**src/design/tdc_pkg.sv**
```systemverilog
// shared types and constants of the time-of-day clock
package tdc_pkg;

	localparam int CmdW    = 3;
	localparam int ValueW  = 6;
	localparam int SecW    = 6;
	localparam int MinW    = 6;
	localparam int HourW   = 5;
	localparam int DayW    = 3;
	localparam int MsW     = 16;
	localparam int HitW    = 8;

	localparam int AlarmCount = 8;
	localparam int AlarmW     = 18;
	localparam int PairW      = 2 * AlarmW;
	localparam int PairCount  = 4;

	localparam int ApbDataW = 64;
	localparam int ApbAddrW = 6;
	localparam int RegIdxW  = 3;

	localparam logic [SecW-1:0]  SecMax  = SecW'(59);
	localparam logic [MinW-1:0]  MinMax  = MinW'(59);
	localparam logic [HourW-1:0] HourMax = HourW'(23);
	localparam logic [DayW-1:0]  DayMax  = DayW'(6);
	localparam logic [MsW-1:0]   MsPerSecondReset = MsW'(1000);

	typedef enum logic [CmdW-1:0] {
		CMD_TICK     = 3'd0,
		CMD_SET_SEC  = 3'd1,
		CMD_SET_MIN  = 3'd2,
		CMD_SET_HOUR = 3'd3,
		CMD_SET_DAY  = 3'd4,
		CMD_READ     = 3'd5
	} cmd_t;

	typedef enum logic [RegIdxW-1:0] {
		REG_MS_PER_SECOND = 3'd0,
		REG_ALARM_PAIR_0  = 3'd1,
		REG_ALARM_PAIR_1  = 3'd2,
		REG_ALARM_PAIR_2  = 3'd3,
		REG_ALARM_PAIR_3  = 3'd4
	} reg_idx_t;

endpackage

```
**src/design/tdc_if.sv**
```systemverilog
// valid/ready channels for command words and time result words
interface tdc_item_if import tdc_pkg::*; ();
	logic              valid;
	logic              ready;
	logic [CmdW-1:0]   command;
	logic [ValueW-1:0] value;

	modport source (output valid, output command, output value, input ready);
	modport sink (input valid, input command, input value, output ready);
endinterface

interface tdc_result_if import tdc_pkg::*; ();
	logic             valid;
	logic             ready;
	logic [SecW-1:0]  second_now;
	logic [MinW-1:0]  minute_now;
	logic [HourW-1:0] hour_now;
	logic [DayW-1:0]  weekday_now;
	logic             second_advanced;
	logic             second_event;
	logic             minute_event;
	logic             hour_event;
	logic             weekday_event;
	logic [HitW-1:0]  alarm_hits;
	logic [HitW-1:0]  alarm_latched;

	modport source (
		output valid, output second_now, output minute_now, output hour_now,
		output weekday_now, output second_advanced, output second_event,
		output minute_event, output hour_event, output weekday_event,
		output alarm_hits, output alarm_latched, input ready
	);
	modport sink (
		input valid, input second_now, input minute_now, input hour_now,
		input weekday_now, input second_advanced, input second_event,
		input minute_event, input hour_event, input weekday_event,
		input alarm_hits, input alarm_latched, output ready
	);
endinterface

```
**src/design/time_of_day_clock_with_alarms.sv**
```systemverilog
// time-of-day clock: prescaler, second/minute/hour/weekday chain, eight alarms
// a taken word sits in the input register; its result word is loaded into the result
//   register once that register is empty or being emptied
// throughput: one word per cycle while the result register is not stalled
// reset: time, prescaler and fired flags clear, ms_per_second goes to 1000,
//   alarm pairs clear (all alarms disabled), both pipeline registers empty
module time_of_day_clock_with_alarms import tdc_pkg::*; (
	input  logic                clk,
	input  logic                arst_n,
	tdc_item_if.sink            item,
	tdc_result_if.source        result,
	input  logic                psel,
	input  logic                penable,
	input  logic                pwrite,
	input  logic [ApbAddrW-1:0] paddr,
	input  logic [ApbDataW-1:0] pwdata,
	output logic [ApbDataW-1:0] prdata,
	output logic                pready
);

	// configuration registers
	logic [MsW-1:0]   ms_per_second_q;
	logic [PairW-1:0] alarm_pair_q [PairCount];

	// clock state
	logic [MsW-1:0]   ms_count_q;
	logic [SecW-1:0]  sec_q;
	logic [MinW-1:0]  min_q;
	logic [HourW-1:0] hour_q;
	logic [DayW-1:0]  day_q;
	logic [HitW-1:0]  fired_q;

	// input register
	logic              valid_s1;
	logic [CmdW-1:0]   command_s1;
	logic [ValueW-1:0] value_s1;

	// result register
	logic             res_valid_q;
	logic [SecW-1:0]  res_sec_q;
	logic [MinW-1:0]  res_min_q;
	logic [HourW-1:0] res_hour_q;
	logic [DayW-1:0]  res_day_q;
	logic             res_adv_q;
	logic             res_sev_q;
	logic             res_mev_q;
	logic             res_hev_q;
	logic             res_dev_q;
	logic [HitW-1:0]  res_hits_q;
	logic [HitW-1:0]  res_fired_q;

	// next-state values for the word in the input register
	logic [MsW-1:0]   ms_n;
	logic [SecW-1:0]  sec_n;
	logic [MinW-1:0]  min_n;
	logic [HourW-1:0] hour_n;
	logic [DayW-1:0]  day_n;
	logic             adv_n;
	logic             sev_n;
	logic             mev_n;
	logic             hev_n;
	logic             dev_n;
	logic [HitW-1:0]  match;
	logic [HitW-1:0]  hits_n;
	logic [MsW:0]     ms_inc;
	logic [ValueW-1:0] sat_sec;
	logic [ValueW-1:0] sat_min;
	logic [ValueW-1:0] sat_hour;
	logic [ValueW-1:0] sat_day;

	logic advance;
	logic cfg_wr;

	// a second that is a multiple of ten raises the second event on ticks
	function automatic logic is_decade(input logic [SecW-1:0] s);
		return (s == SecW'(0)) || (s == SecW'(10)) || (s == SecW'(20)) ||
		       (s == SecW'(30)) || (s == SecW'(40)) || (s == SecW'(50));
	endfunction

	// ---------------------------------------------------------------
	// handshake: the input register moves on when the result register
	// is empty or being emptied; a waiting result does not block intake
	// while the input register itself is free
	// ---------------------------------------------------------------
	assign advance    = valid_s1 && (!res_valid_q || result.ready);
	assign item.ready = !valid_s1 || advance;

	always_ff @(posedge clk or negedge arst_n) begin
		if (!arst_n) begin
			valid_s1 <= 1'b0;
		end else if (item.ready) begin
			valid_s1 <= item.valid;
		end
	end

	always_ff @(posedge clk) begin
		if (item.valid && item.ready) begin
			command_s1 <= item.command;
			value_s1   <= item.value;
		end
	end

	// ---------------------------------------------------------------
	// configuration port: setup phase then access phase, never waits
	// ---------------------------------------------------------------
	assign pready = 1'b1;
	assign cfg_wr = psel && penable && pwrite && pready;

	always_ff @(posedge clk or negedge arst_n) begin
		if (!arst_n) begin
			ms_per_second_q <= MsPerSecondReset;
			for (int k = 0; k < PairCount; k++) begin
				alarm_pair_q[k] <= '0;
			end
		end else if (cfg_wr) begin
			unique case (reg_idx_t'(paddr[ApbAddrW-1:ApbAddrW-RegIdxW]))
				REG_MS_PER_SECOND: ms_per_second_q <= pwdata[MsW-1:0];
				REG_ALARM_PAIR_0:  alarm_pair_q[0] <= pwdata[PairW-1:0];
				REG_ALARM_PAIR_1:  alarm_pair_q[1] <= pwdata[PairW-1:0];
				REG_ALARM_PAIR_2:  alarm_pair_q[2] <= pwdata[PairW-1:0];
				REG_ALARM_PAIR_3:  alarm_pair_q[3] <= pwdata[PairW-1:0];
				default: ;
			endcase
		end
	end

	always_comb begin
		unique case (reg_idx_t'(paddr[ApbAddrW-1:ApbAddrW-RegIdxW]))
			REG_MS_PER_SECOND: prdata = ApbDataW'(ms_per_second_q);
			REG_ALARM_PAIR_0:  prdata = ApbDataW'(alarm_pair_q[0]);
			REG_ALARM_PAIR_1:  prdata = ApbDataW'(alarm_pair_q[1]);
			REG_ALARM_PAIR_2:  prdata = ApbDataW'(alarm_pair_q[2]);
			REG_ALARM_PAIR_3:  prdata = ApbDataW'(alarm_pair_q[3]);
			default:           prdata = '0;
		endcase
	end

	// ---------------------------------------------------------------
	// time update for the word in the input register
	// ---------------------------------------------------------------
	assign ms_inc   = {1'b0, ms_count_q} + (MsW+1)'(1);
	assign sat_sec  = (value_s1 > ValueW'(SecMax))  ? ValueW'(SecMax)  : value_s1;
	assign sat_min  = (value_s1 > ValueW'(MinMax))  ? ValueW'(MinMax)  : value_s1;
	assign sat_hour = (value_s1 > ValueW'(HourMax)) ? ValueW'(HourMax) : value_s1;
	assign sat_day  = (value_s1 > ValueW'(DayMax))  ? ValueW'(DayMax)  : value_s1;

	always_comb begin
		ms_n   = ms_count_q;
		sec_n  = sec_q;
		min_n  = min_q;
		hour_n = hour_q;
		day_n  = day_q;
		adv_n  = 1'b0;
		sev_n  = 1'b0;
		mev_n  = 1'b0;
		hev_n  = 1'b0;
		dev_n  = 1'b0;
		unique case (cmd_t'(command_s1))
			CMD_TICK: begin
				// a zero divider compares like one: every tick ends a second
				if (ms_inc >= {1'b0, ms_per_second_q}) begin
					ms_n  = '0;
					adv_n = 1'b1;
					if (sec_q >= SecMax) begin
						sec_n = '0;
						mev_n = 1'b1;
						if (min_q >= MinMax) begin
							min_n = '0;
							hev_n = 1'b1;
							if (hour_q >= HourMax) begin
								hour_n = '0;
								dev_n  = 1'b1;
								day_n  = (day_q >= DayMax) ? '0 : day_q + DayW'(1);
							end else begin
								hour_n = hour_q + HourW'(1);
							end
						end else begin
							min_n = min_q + MinW'(1);
						end
					end else begin
						sec_n = sec_q + SecW'(1);
					end
					sev_n = is_decade(sec_n);
				end else begin
					ms_n = ms_inc[MsW-1:0];
				end
			end
			CMD_SET_SEC: begin
				// setting the second always restarts the prescaler
				ms_n  = '0;
				sec_n = SecW'(sat_sec);
				sev_n = (SecW'(sat_sec) != sec_q);
			end
			CMD_SET_MIN: begin
				min_n = MinW'(sat_min);
				mev_n = (MinW'(sat_min) != min_q);
			end
			CMD_SET_HOUR: begin
				hour_n = HourW'(sat_hour);
				hev_n  = (HourW'(sat_hour) != hour_q);
			end
			CMD_SET_DAY: begin
				day_n = DayW'(sat_day);
				dev_n = (DayW'(sat_day) != day_q);
			end
			default: ; // read, and the unused codes act as read
		endcase
	end

	// alarm compare against the new time, eight in parallel
	always_comb begin
		match = '0;
		for (int i = 0; i < AlarmCount; i++) begin
			logic [AlarmW-1:0] a;
			a = alarm_pair_q[i / 2][(i % 2) * AlarmW +: AlarmW];
			match[i] = a[AlarmW-1] &&
			           (a[16:12] == hour_n) &&
			           (a[11:6] == min_n) &&
			           (a[5:0] == sec_n);
		end
	end

	assign hits_n = adv_n ? match : '0;

	always_ff @(posedge clk or negedge arst_n) begin
		if (!arst_n) begin
			ms_count_q <= '0;
			sec_q      <= '0;
			min_q      <= '0;
			hour_q     <= '0;
			day_q      <= '0;
			fired_q    <= '0;
		end else if (advance) begin
			ms_count_q <= ms_n;
			sec_q      <= sec_n;
			min_q      <= min_n;
			hour_q     <= hour_n;
			day_q      <= day_n;
			fired_q    <= fired_q | hits_n;
		end
	end

	// ---------------------------------------------------------------
	// result register
	// ---------------------------------------------------------------
	always_ff @(posedge clk or negedge arst_n) begin
		if (!arst_n) begin
			res_valid_q <= 1'b0;
		end else if (advance) begin
			res_valid_q <= 1'b1;
		end else if (result.ready) begin
			res_valid_q <= 1'b0;
		end
	end

	always_ff @(posedge clk) begin
		if (advance) begin
			res_sec_q   <= sec_n;
			res_min_q   <= min_n;
			res_hour_q  <= hour_n;
			res_day_q   <= day_n;
			res_adv_q   <= adv_n;
			res_sev_q   <= sev_n;
			res_mev_q   <= mev_n;
			res_hev_q   <= hev_n;
			res_dev_q   <= dev_n;
			res_hits_q  <= hits_n;
			res_fired_q <= fired_q | hits_n;
		end
	end

	assign result.valid           = res_valid_q;
	assign result.second_now      = res_sec_q;
	assign result.minute_now      = res_min_q;
	assign result.hour_now        = res_hour_q;
	assign result.weekday_now     = res_day_q;
	assign result.second_advanced = res_adv_q;
	assign result.second_event    = res_sev_q;
	assign result.minute_event    = res_mev_q;
	assign result.hour_event      = res_hev_q;
	assign result.weekday_event   = res_dev_q;
	assign result.alarm_hits      = res_hits_q;
	assign result.alarm_latched   = res_fired_q;

`ifndef SYNTHESIS
	// the time registers stay within their ranges
	a_time_range: assert property (@(posedge clk) disable iff (!arst_n)
		(sec_q <= SecMax) && (min_q <= MinMax) && (hour_q <= HourMax) && (day_q <= DayMax))
		else $error("time register out of range");

	// alarm hits only come with a completed second
	a_hits_need_adv: assert property (@(posedge clk) disable iff (!arst_n)
		res_valid_q && (res_hits_q != '0) |-> res_adv_q)
		else $error("alarm hit without second step");

	// fired flags are sticky
	a_fired_sticky: assert property (@(posedge clk) disable iff (!arst_n)
		1'b1 |=> ((fired_q & $past(fired_q)) == $past(fired_q)))
		else $error("fired flag cleared");

	// a completed second restarts the prescaler
	a_prescaler_restart: assert property (@(posedge clk) disable iff (!arst_n)
		advance && adv_n |=> (ms_count_q == '0))
		else $error("prescaler not restarted");

	// a full input register behind a stalled result blocks intake
	a_stall_blocks: assert property (@(posedge clk) disable iff (!arst_n)
		valid_s1 && res_valid_q && !result.ready |-> !item.ready)
		else $error("word taken while both registers full");
`endif

endmodule

```
**src/flat_wrapper.sv**
```systemverilog
// flat-port wrapper written by rule: the top's interface ports become plain ports
module time_of_day_clock_with_alarms_flat import tdc_pkg::*;
  (clk, arst_n, psel, penable, pwrite, paddr, pwdata, prdata, pready, item_valid, item_command, item_value, item_ready, result_valid, result_second_now, result_minute_now, result_hour_now, result_weekday_now, result_second_advanced, result_second_event, result_minute_event, result_hour_event, result_weekday_event, result_alarm_hits, result_alarm_latched, result_ready);
  tdc_item_if item_i ();
  tdc_result_if result_i ();
  input  logic clk;
  input  logic arst_n;
  input  logic psel;
  input  logic penable;
  input  logic pwrite;
  input  logic [ApbAddrW-1:0] paddr;
  input  logic [ApbDataW-1:0] pwdata;
  output logic [ApbDataW-1:0] prdata;
  output logic pready;
  input wire logic [$bits(item_i.valid)-1:0] item_valid;
  input wire logic [$bits(item_i.command)-1:0] item_command;
  input wire logic [$bits(item_i.value)-1:0] item_value;
  output wire logic [$bits(item_i.ready)-1:0] item_ready;
  output wire logic [$bits(result_i.valid)-1:0] result_valid;
  output wire logic [$bits(result_i.second_now)-1:0] result_second_now;
  output wire logic [$bits(result_i.minute_now)-1:0] result_minute_now;
  output wire logic [$bits(result_i.hour_now)-1:0] result_hour_now;
  output wire logic [$bits(result_i.weekday_now)-1:0] result_weekday_now;
  output wire logic [$bits(result_i.second_advanced)-1:0] result_second_advanced;
  output wire logic [$bits(result_i.second_event)-1:0] result_second_event;
  output wire logic [$bits(result_i.minute_event)-1:0] result_minute_event;
  output wire logic [$bits(result_i.hour_event)-1:0] result_hour_event;
  output wire logic [$bits(result_i.weekday_event)-1:0] result_weekday_event;
  output wire logic [$bits(result_i.alarm_hits)-1:0] result_alarm_hits;
  output wire logic [$bits(result_i.alarm_latched)-1:0] result_alarm_latched;
  input wire logic [$bits(result_i.ready)-1:0] result_ready;
  assign item_i.valid = item_valid;
  assign item_i.command = item_command;
  assign item_i.value = item_value;
  assign item_ready = item_i.ready;
  assign result_valid = result_i.valid;
  assign result_second_now = result_i.second_now;
  assign result_minute_now = result_i.minute_now;
  assign result_hour_now = result_i.hour_now;
  assign result_weekday_now = result_i.weekday_now;
  assign result_second_advanced = result_i.second_advanced;
  assign result_second_event = result_i.second_event;
  assign result_minute_event = result_i.minute_event;
  assign result_hour_event = result_i.hour_event;
  assign result_weekday_event = result_i.weekday_event;
  assign result_alarm_hits = result_i.alarm_hits;
  assign result_alarm_latched = result_i.alarm_latched;
  assign result_i.ready = result_ready;
  time_of_day_clock_with_alarms u_core (.clk(clk), .arst_n(arst_n), .item(item_i), .result(result_i), .psel(psel), .penable(penable), .pwrite(pwrite), .paddr(paddr), .pwdata(pwdata), .prdata(prdata), .pready(pready));
endmodule
```
**config.mk**
```make
export PLATFORM = sky130hd
export DESIGN_NAME = time_of_day_clock_with_alarms_flat
export DESIGN_NICKNAME = d
export VERILOG_FILES = /design/src/design/tdc_pkg.sv /design/src/design/tdc_if.sv /design/src/design/time_of_day_clock_with_alarms.sv /design/src/flat_wrapper.sv
export SDC_FILE = /design/constraint.sdc
export NUM_CORES = 1
export LEC_CHECK = 0
export ABC_CLOCK_PERIOD_IN_PS = 4000
export BUFFER_PORTS_ARGS = -buffer_cell sky130_fd_sc_hd__buf_2
export CAP_MARGIN = 25
export CELL_PAD_IN_SITES_DETAIL_PLACEMENT = 2
export CELL_PAD_IN_SITES_GLOBAL_PLACEMENT = 2
export CORE_ASPECT_RATIO = 0.5
export CORE_UTILIZATION = 34
export DETAILED_ROUTE_END_ITERATION = 10
export GPL_TIMING_DRIVEN = 1
export PLACE_DENSITY_LB_ADDON = 0.1
export SETUP_SLACK_MARGIN = 0.5
export SYNTH_ARGS = -nofsm -noshare
export SYNTH_HDL_FRONTEND = slang
export SYNTH_SLANG_ARGS = --single-unit
```
**constraint.sdc**
```tcl
create_clock -name clk -period 4 [get_ports clk]
set_input_delay 0.8 -clock clk [delete_from_list [all_inputs] [get_ports clk]]
set_output_delay 0.8 -clock clk [all_outputs]
set_load 0.05 [all_outputs]
```
# --- Yosys cells after proc, flatten, opt, wreduce, memory -nomap -nowiden ---
# Cells that the tools add are included.
op_classes:
  n_addsub: 5
  n_lt_le_gt_ge: 8
  n_eq_ne: 41
  mux: 45
  bitwise_logic: 1
  reduce_logical: 48
ops:
  columns: ["operator", "count"]
  rows:
  - ["case mux 36 bit (5 select lines)", 1]
  - ["== test 6 bit", 16]
  - ["2-to-1 mux 6 bit", 8]
  - ["== test 5 bit", 8]
  - ["case mux 16 bit (2 select lines)", 1]
  - ["logical AND 1 bit", 28]
  - ["2-to-1 mux 5 bit", 5]
  - ["case mux 6 bit (2 select lines)", 2]
  - ["2-to-1 mux 3 bit", 6]
  - ["adder 16 x 1 -> 17 bit, second input constant", 1]
  - ["greater-or-equal comparator 17 x 16 -> 1 bit", 1]
  - ["2-to-1 mux 16 bit", 1]
  - ["2-to-1 mux 1 bit", 14]
  - ["adder 6 x 1 -> 6 bit, second input constant", 2]
  - ["== test 3 x 2 -> 1 bit, second input constant", 4]
  - ["== test 6 x 5 -> 1 bit, second input constant", 2]
  - ["== test 6 bit, second input constant", 2]
  - ["greater-or-equal comparator 6 bit, second input constant", 2]
  - ["inequality test 6 bit", 2]
  - ["AND reduction 2 bit", 6]
  - ["case mux 5 bit (2 select lines)", 1]
  - ["2-to-1 mux 8 bit", 1]
  - ["bitwise OR 8 bit", 1]
  - ["case mux 1 bit (2 select lines)", 4]
  - ["other kinds (18)", 29]
word_totals:
  reg_bits: 256
  input_bits: 86
  output_inout_bits: 108

# --- Depth between registers and ports, before layout ---
depth:
  word_depth: 12
  ltp_mapped: 20
  ltp_nobuf: 18

# --- Worst setup path before layout ---
# OpenSTA, ideal clock, no wires.
synth_timing:
  path_kind: "reg-to-reg"
  startpoint: "reg u_core.ms_count_q[0]"
  endpoint: "reg u_core.res_fired_q[4], in the netlist u_core.result.alarm_latched[4] (data pin)"
  setup_ps: 129
  arrival_time_ps: 3944
  required_ps: 3871
  setup_slack_ps: -73
  path_stages_with_launch: 20
  n_path_buf: 2
  period_less_slack_ps: 4073
  cell_sequence: "dfrtp_1 and3_1 nand3_1 nor2_1 and3_1 nand3_1 xnor2_1 ha_1 nand3_1 nor4_1 a221oi_2 and3_1 buf_6 a2111o_1 a211oi_2 buf_6 xor2_2 nor4_2 and4_4 or2_1"
synth_via:
  elab_chain_cells: 10
  elab_cells_between_ends: 18
  cone_classes: "add/sub: 1; order compare: 1; eq/ne: 3; mux: 9; bitwise: 1; reduce/logical: 3"
synth_lines:
  columns: ["element", "line", "text"]
  rows:
  - ["start, declared", "time_of_day_clock_with_alarms.sv:26", "logic [MsW-1:0] ms_count_q;"]
  - ["start signal, assigned", "time_of_day_clock_with_alarms.sv:234", "ms_count_q <= ms_n;"]
  - ["adder 16 x 1 -> 17 bit", "time_of_day_clock_with_alarms.sv:141", "assign ms_inc = {1'b0, ms_count_q} + (MsW+1)'(1);"]
  - ["greater-or-equal comparator 17 x 16 -> 1 bit", "time_of_day_clock_with_alarms.sv:161", "if (ms_inc >= {1'b0, ms_per_second_q}) begin"]
  - ["2-to-1 mux 5 bit", "time_of_day_clock_with_alarms.sv:161", null]
  - ["case mux 5 bit (2 select lines)", "time_of_day_clock_with_alarms.sv:158", "unique case (cmd_t'(command_s1))"]
  - ["net u_core.hour_n[4]", "time_of_day_clock_with_alarms.sv:56", "logic [HourW-1:0] hour_n;"]
  - ["== test 5 bit", "time_of_day_clock_with_alarms.sv:217", "(a[16:12] == hour_n) &&"]
  - ["logical AND 1 bit", "time_of_day_clock_with_alarms.sv:216", "match[i] = a[AlarmW-1] &&"]
  - ["logical AND 1 bit", "time_of_day_clock_with_alarms.sv:217", null]
  - ["logical AND 1 bit", "time_of_day_clock_with_alarms.sv:218", "(a[11:6] == min_n) &&"]
  - ["2-to-1 mux 8 bit", "time_of_day_clock_with_alarms.sv:223", "assign hits_n = adv_n ? match : '0;"]
  - ["net u_core.hits_n[4]", "time_of_day_clock_with_alarms.sv:64", "logic [HitW-1:0] hits_n;"]
  - ["bitwise OR 8 bit", "time_of_day_clock_with_alarms.sv:268", "res_fired_q <= fired_q | hits_n;"]
  - ["end signal, assigned", "time_of_day_clock_with_alarms.sv:268", null]
  - ["end, declared", "time_of_day_clock_with_alarms.sv:50", "logic [HitW-1:0] res_fired_q;"]
# The timed path passes the listed nets, and every way through them passes these cells.
# A chain may end at the register's enable or synchronous reset.

# --- Worst setup path in the final report ---
layout_timing:
  startpoint: "reg u_core.ms_count_q[1]"
  endpoint: "reg u_core.res_fired_q[7], in the netlist u_core.result.alarm_latched[7] (data pin)"
layout_via:
  elab_chain_cells: 10
  elab_cells_between_ends: 18
  cone_classes: "add/sub: 1; order compare: 1; eq/ne: 3; mux: 9; bitwise: 1; reduce/logical: 3"
layout_lines:
  columns: ["element", "line"]
  rows:
  - ["adder 16 x 1 -> 17 bit (*)", "time_of_day_clock_with_alarms.sv:141"]
  - ["greater-or-equal comparator 17 x 16 -> 1 bit (*)", "time_of_day_clock_with_alarms.sv:161"]
  - ["2-to-1 mux 5 bit", "time_of_day_clock_with_alarms.sv:161"]
  - ["case mux 5 bit (2 select lines)", "time_of_day_clock_with_alarms.sv:158"]
  - ["== test 5 bit", "time_of_day_clock_with_alarms.sv:217"]
  - ["logical AND 1 bit", "time_of_day_clock_with_alarms.sv:216"]
  - ["logical AND 1 bit", "time_of_day_clock_with_alarms.sv:217"]
  - ["logical AND 1 bit", "time_of_day_clock_with_alarms.sv:218"]
  - ["2-to-1 mux 8 bit (*)", "time_of_day_clock_with_alarms.sv:223"]
  - ["net u_core.hits_n[7]", "time_of_day_clock_with_alarms.sv:64"]
  - ["bitwise OR 8 bit (*)", "time_of_day_clock_with_alarms.sv:268"]
# The timed path passes the listed nets; every way through them passes the cells marked *.

==> results_tabular.tex <==
\begin{tabular}{lr}
\hline
Metric & Value \\
\hline
\multicolumn{2}{l}{\textbf{Worst setup path}} \\
Cell-by-cell listing of the critical path & and3\_4 -> nand3\_4 -> nor2\_4 -> and3\_4 -> nand3\_4 -> xnor2\_4 -> ha\_4 -> nand3\_4 -> nor4\_4 -> a221oi\_2 -> buf\_4 -> and3\_4 -> buf\_6 -> buf\_12 -> a2111o\_1 -> a211oi\_2 -> buf\_4 -> buf\_12 -> xor2\_4 -> nor4\_2 -> and4\_4 -> or2\_1 \\
R2r worst-path depth & 22 \\
Setup CP Type & flip-flop to flip-flop \\
Cell type of the slowest stage on the worst timing path & dfrtp\_1 \\
R2r endpoint & u\_core.result.alarm\_latched[7]\$\_DFFE\_PP\_ \\
Data arrival time of the worst path & 5.01 ns \\
Crit path max-delay family & simple AND/OR/NAND/NOR gates \\
WP depth & 22 \\
Required time of the critical path & 4.33 ns \\
Crit end category & flip-flop \\
R2R setup slack & -0.68 ns \\
Last element of the critical path & u\_core.result.alarm\_latched[7]\$\_DFFE\_PP\_ \\
Delay of the slowest critical-path stage & 0.39 ns \\
Number of buffers and inverters on the critical path & 5 \\
Largest fanout on the critical path & 6 \\
R2r startpoint & u\_core.ms\_count\_q[1]\$\_DFFE\_PN0P\_ \\
Timing startpoint of the critical path & u\_core.ms\_count\_q[1]\$\_DFFE\_PN0P\_ \\
Worst setup SP type & flip-flop \\
\multicolumn{2}{l}{\textbf{STA}} \\
Headroom to the max-slew limit & 43.8\% \\
Highest clock rate & 0.214 GHz \\
Final worst slack & -0.683 ns \\
Final max-slew violation count & 0 \\
Unrepaired setup endpoints after global routing & true \\
Clock period minus worst slack & 4.68 ns \\
Final setup violation count & 33 \\
Hold slack & 0.255 ns \\
Final worst clock skew & 0.00927 ns \\
Worst-Margin Slew & 0.839 ns \\
Final hold vios & 0 \\
Share of the clock period used by the worst path & 117\% \\
Final-layout setup total negative slack & -16.02 ns \\
\multicolumn{2}{l}{\textbf{Route}} \\
Number of vias in the routed layout & 13844 \\
Vias per Instance & 5.69 \\
Initial detailed-routing violation count & 913 \\
Post-route DRC & 0 \\
First drt pass iteration count & 5 \\
Detailed-route wire length & 68700 um \\
WL/cell & 28.2 um \\
Final antenna-violating net count & 0 \\
\multicolumn{2}{l}{\textbf{Clocking}} \\
Clock H-tree levels & 1 \\
Clock root buffer master & clkbuf\_16 \\
Latest clock arrival within the worst-skew pair & 0.58 ns \\
Clock-pin transition on the worst setup and hold timing paths & 0.07 ns \\
Number of hold buffers added after cts & 0 \\
CTS tree & built \\
Cts bufs inserted & 27 \\
\# clock sinks & 256 \\
Largest buffer count on any clock path & 3 \\
\multicolumn{2}{l}{\textbf{Yosys}} \\
Sequential share of the synthesized area & 44.0\% \\
Unique cell type count in the Yosys netlist & 87 \\
Number of enable flip-flop cells after synthesis & 50 \\
Warnings from Yosys & 0 \\
Average cell area after synthesis & 10.5 um\^{}2 \\
Primary flip-flop cell chosen by synthesis mapping & dfrtp\_1 \\
Mapped Area & 15100 um\^{}2 \\
Proportion of synthesized flip-flops having asynchronous set or reset & 80.5\% \\
Flip-flop and latch count after synthesis & 256 \\
Post-synthesis cell count & 1447 \\
\multicolumn{2}{l}{\textbf{Hold path}} \\
Path class of the lowest-slack min-delay path & primary input to async pin \\
\multicolumn{2}{l}{\textbf{Place}} \\
Number of I/O port buffers & 133 \\
Post-Place Cells & 2306 \\
Placed standard-cell area & 18100 um\^{}2 \\
Global placement routability congestion & 0.917 \\
Dpl hpwl & 48000 um \\
\multicolumn{2}{l}{\textbf{GRT}} \\
Wire length of the first global-routing pass & 97800 um \\
Number of antenna violations at the first check in global routing & 3 \\
Via count of the first global-routing pass & 14976 \\
GRT Residual Overflow & 0 \\
Maximum number of pins on one net before global-route repair & 79 \\
Global router's overall resource usage & 29.1\% \\
\multicolumn{2}{l}{\textbf{Layout}} \\
Commonest non-fill, non-tap cells in the layout & buf\_4, dfrtp\_1, mux2\_2, buf\_2, nand2\_1 \\
Leading cell type in the layout, fill and taps excluded & buf\_4 \\
Final Non-Filler Cells & 2433 \\
Filler cell count & 4425 \\
Layout-stage area growth over the synthesis result & 39.8\% \\
Final cell utilization of the core & 48.4\% \\
Fin area & 21200 um\^{}2 \\
Share of final-layout standard cells stronger than drive strength 1 & 45.0\% \\
Final Net Count & 1930 \\
\multicolumn{2}{l}{\textbf{Power}} \\
Power density over cell area & 510 nW/um\^{}2 \\
Static Leakage & 9.15 nW \\
Internal power & 0.00647 W \\
Switching component of the power & 0.00433 W \\
Sequential Power Share & 34.8\% \\
Clock share of power & 24.7\% \\
Worst IR drop on VDD & 0.305 mV \\
Switching share of total power & 40.1\% \\
Portion of total power attributed to combinational logic & 40.6\% \\
\multicolumn{2}{l}{\textbf{Outcome}} \\
Status & complete, but fails checks \\
Violations in the final reports & setup timing \\
\multicolumn{2}{l}{\textbf{Floorplanning}} \\
Number of top-level pins & 194 \\
Die boundary width & 300 um \\
Starting density of the core & 34.6\% \\
Y dimension of the die & 151 um \\
Std-Cell Rows & 54 \\
Area of the die & 45400 um\^{}2 \\
Placeable core area & 43700 um\^{}2 \\
\multicolumn{2}{l}{\textbf{Run}} \\
Max-cap violations & 0 \\
\hline
\end{tabular}
==> logic make-up (layout without fill, tap and decap cells) <==
group,after synthesis,after routing,share of synthesized area (%)
and+or+nand+nor,366,366,12.4
AOI/OAI and AO/OA,333,333,16.0
DFF,256,256,44.0
muxes,170,170,12.6
buffers and inverters,165,535,5.27
xor gates and xnor gates,134,134,7.90
adders and majority gates,21,21,1.74
other,2,30,0.0496
==> flip-flops by register name, summed over array words and instances (netlist names), 3 cells and up <==
signal,count
u_core.day_q,3
u_core.sec_q,6
u_core.fired_q,8
u_core.ms_count_q,16
u_core.command_s1,3
u_core.result.second_now,6
u_core.result.alarm_hits,8
u_core.result.hour_now,5
u_core.value_s1,6
u_core.ms_per_second_q,16
u_core.result.weekday_now,3
u_core.result.minute_now,6
u_core.result.alarm_latched,8
u_core.min_q,6
u_core.alarm_pair_q,144
u_core.hour_q,5
==> stage by stage <==
| stage | power, W | setup slack (ns) |
|---|---|---|
| 2_1_floorplan | 0.00570 | 0.144 |
| 3_3_place_gp | 0.00716 | -0.721 |
| 3_5_place_dp | 0.00731 | -0.988 |
| 4_1_cts | 0.0102 | -0.625 |
| 5_1_grt | 0.0112 | -0.850 |
| 6_report | 0.0108 | -0.683 |
==> worst register-to-register path: stages, from the launching register on <==
cell and delay (ns):
dfrtp_1 0.39, and3_4 0.21, nand3_4 0.10, nor2_4 0.19
and3_4 0.25, nand3_4 0.09, xnor2_4 0.16, ha_4 0.29
nand3_4 0.08, nor4_4 0.28, a221oi_2 0.11, buf_4 0.17
and3_4 0.18, buf_6 0.13, buf_12 0.14, a2111o_1 0.40
a211oi_2 0.27, buf_4 0.18, buf_12 0.15, xor2_4 0.18
nor4_2 0.06, and4_4 0.22, or2_1 0.20
==> worst min-delay path by stage <==
stage / from / endpoint / slack, ns / depth (start not counted)
2_1_floorplan: u_core.fired_q[3]$_DFFE_PN0P_ / u_core.fired_q[3]$_DFFE_PN0P_ / 0.42 / 1
3_3_place_gp: u_core.fired_q[3]$_DFFE_PN0P_ / u_core.fired_q[3]$_DFFE_PN0P_ / 0.44 / 1
3_5_place_dp: u_core.fired_q[3]$_DFFE_PN0P_ / u_core.fired_q[3]$_DFFE_PN0P_ / 0.46 / 1
4_1_cts: arst_n / u_core.fired_q[5]$_DFFE_PN0P_ / 0.28 / 1
5_1_grt: arst_n / u_core.alarm_pair_q[104]$_DFFE_PN0P_ / 0.31 / 1
6_report: arst_n / u_core.fired_q[7]$_DFFE_PN0P_ / 0.25 / 1
==> metal layers <==
layer  part of all wire [%]  wire length [um]  track usage (%)
met1                     45             31200             40.0
met2                     48             32600             47.9
met3                    4.8              3270             4.12
met4                    2.2              1540             7.58
met5                  0.019                13                0
==> cell type report <==
class | instances | area [um^2] | area share [%]
antenna | 1 | 2.50 | 0.0118
clock inverter | 14 | 111 | 0.526
inverter | 40 | 155 | 0.733
tap | 588 | 736 | 3.48
clock buffer | 36 | 792 | 3.74
multi-input combinational | 1053 | 9070 | 42.9
sequential | 256 | 6660 | 31.5
timing repair buffer | 445 | 3630 | 17.1
==> power groups by stage <==
stage,clock network (W),registers [W],logic (W)
3_3_place_gp,0,0.00370,0.00347
3_5_place_dp,0,0.00374,0.00358
4_1_cts,0.00270,0.00370,0.00385
2_1_floorplan,0,0.00363,0.00206
6_report,0.00266,0.00375,0.00438
5_1_grt,0.00277,0.00380,0.00462
==> synthesized netlist by cell type, drive strengths merged (30+ instances only) <==
library cell	n	area [um^2]
dfrtp	200	5000
mux2	164	1850
nand2	114	430
a22oi	75	563
xnor2	73	639
o21ai	64	320
clkbuf	63	238
buf	62	410
xor2	61	557
nor2	59	224
edfxtp	50	1500
inv	40	150
a21oi	35	183
nand3	34	180
nor4	30	215
==> repair_timing <==
item                                    in CTS  in global routing
buffers inserted                            35                 38
pin swaps                                   38                 80
cloned                                       1                  2
resized for setup                          114                160
endpoints found under the setup margin      84                 85
Power figures use the tool's default switching activity.
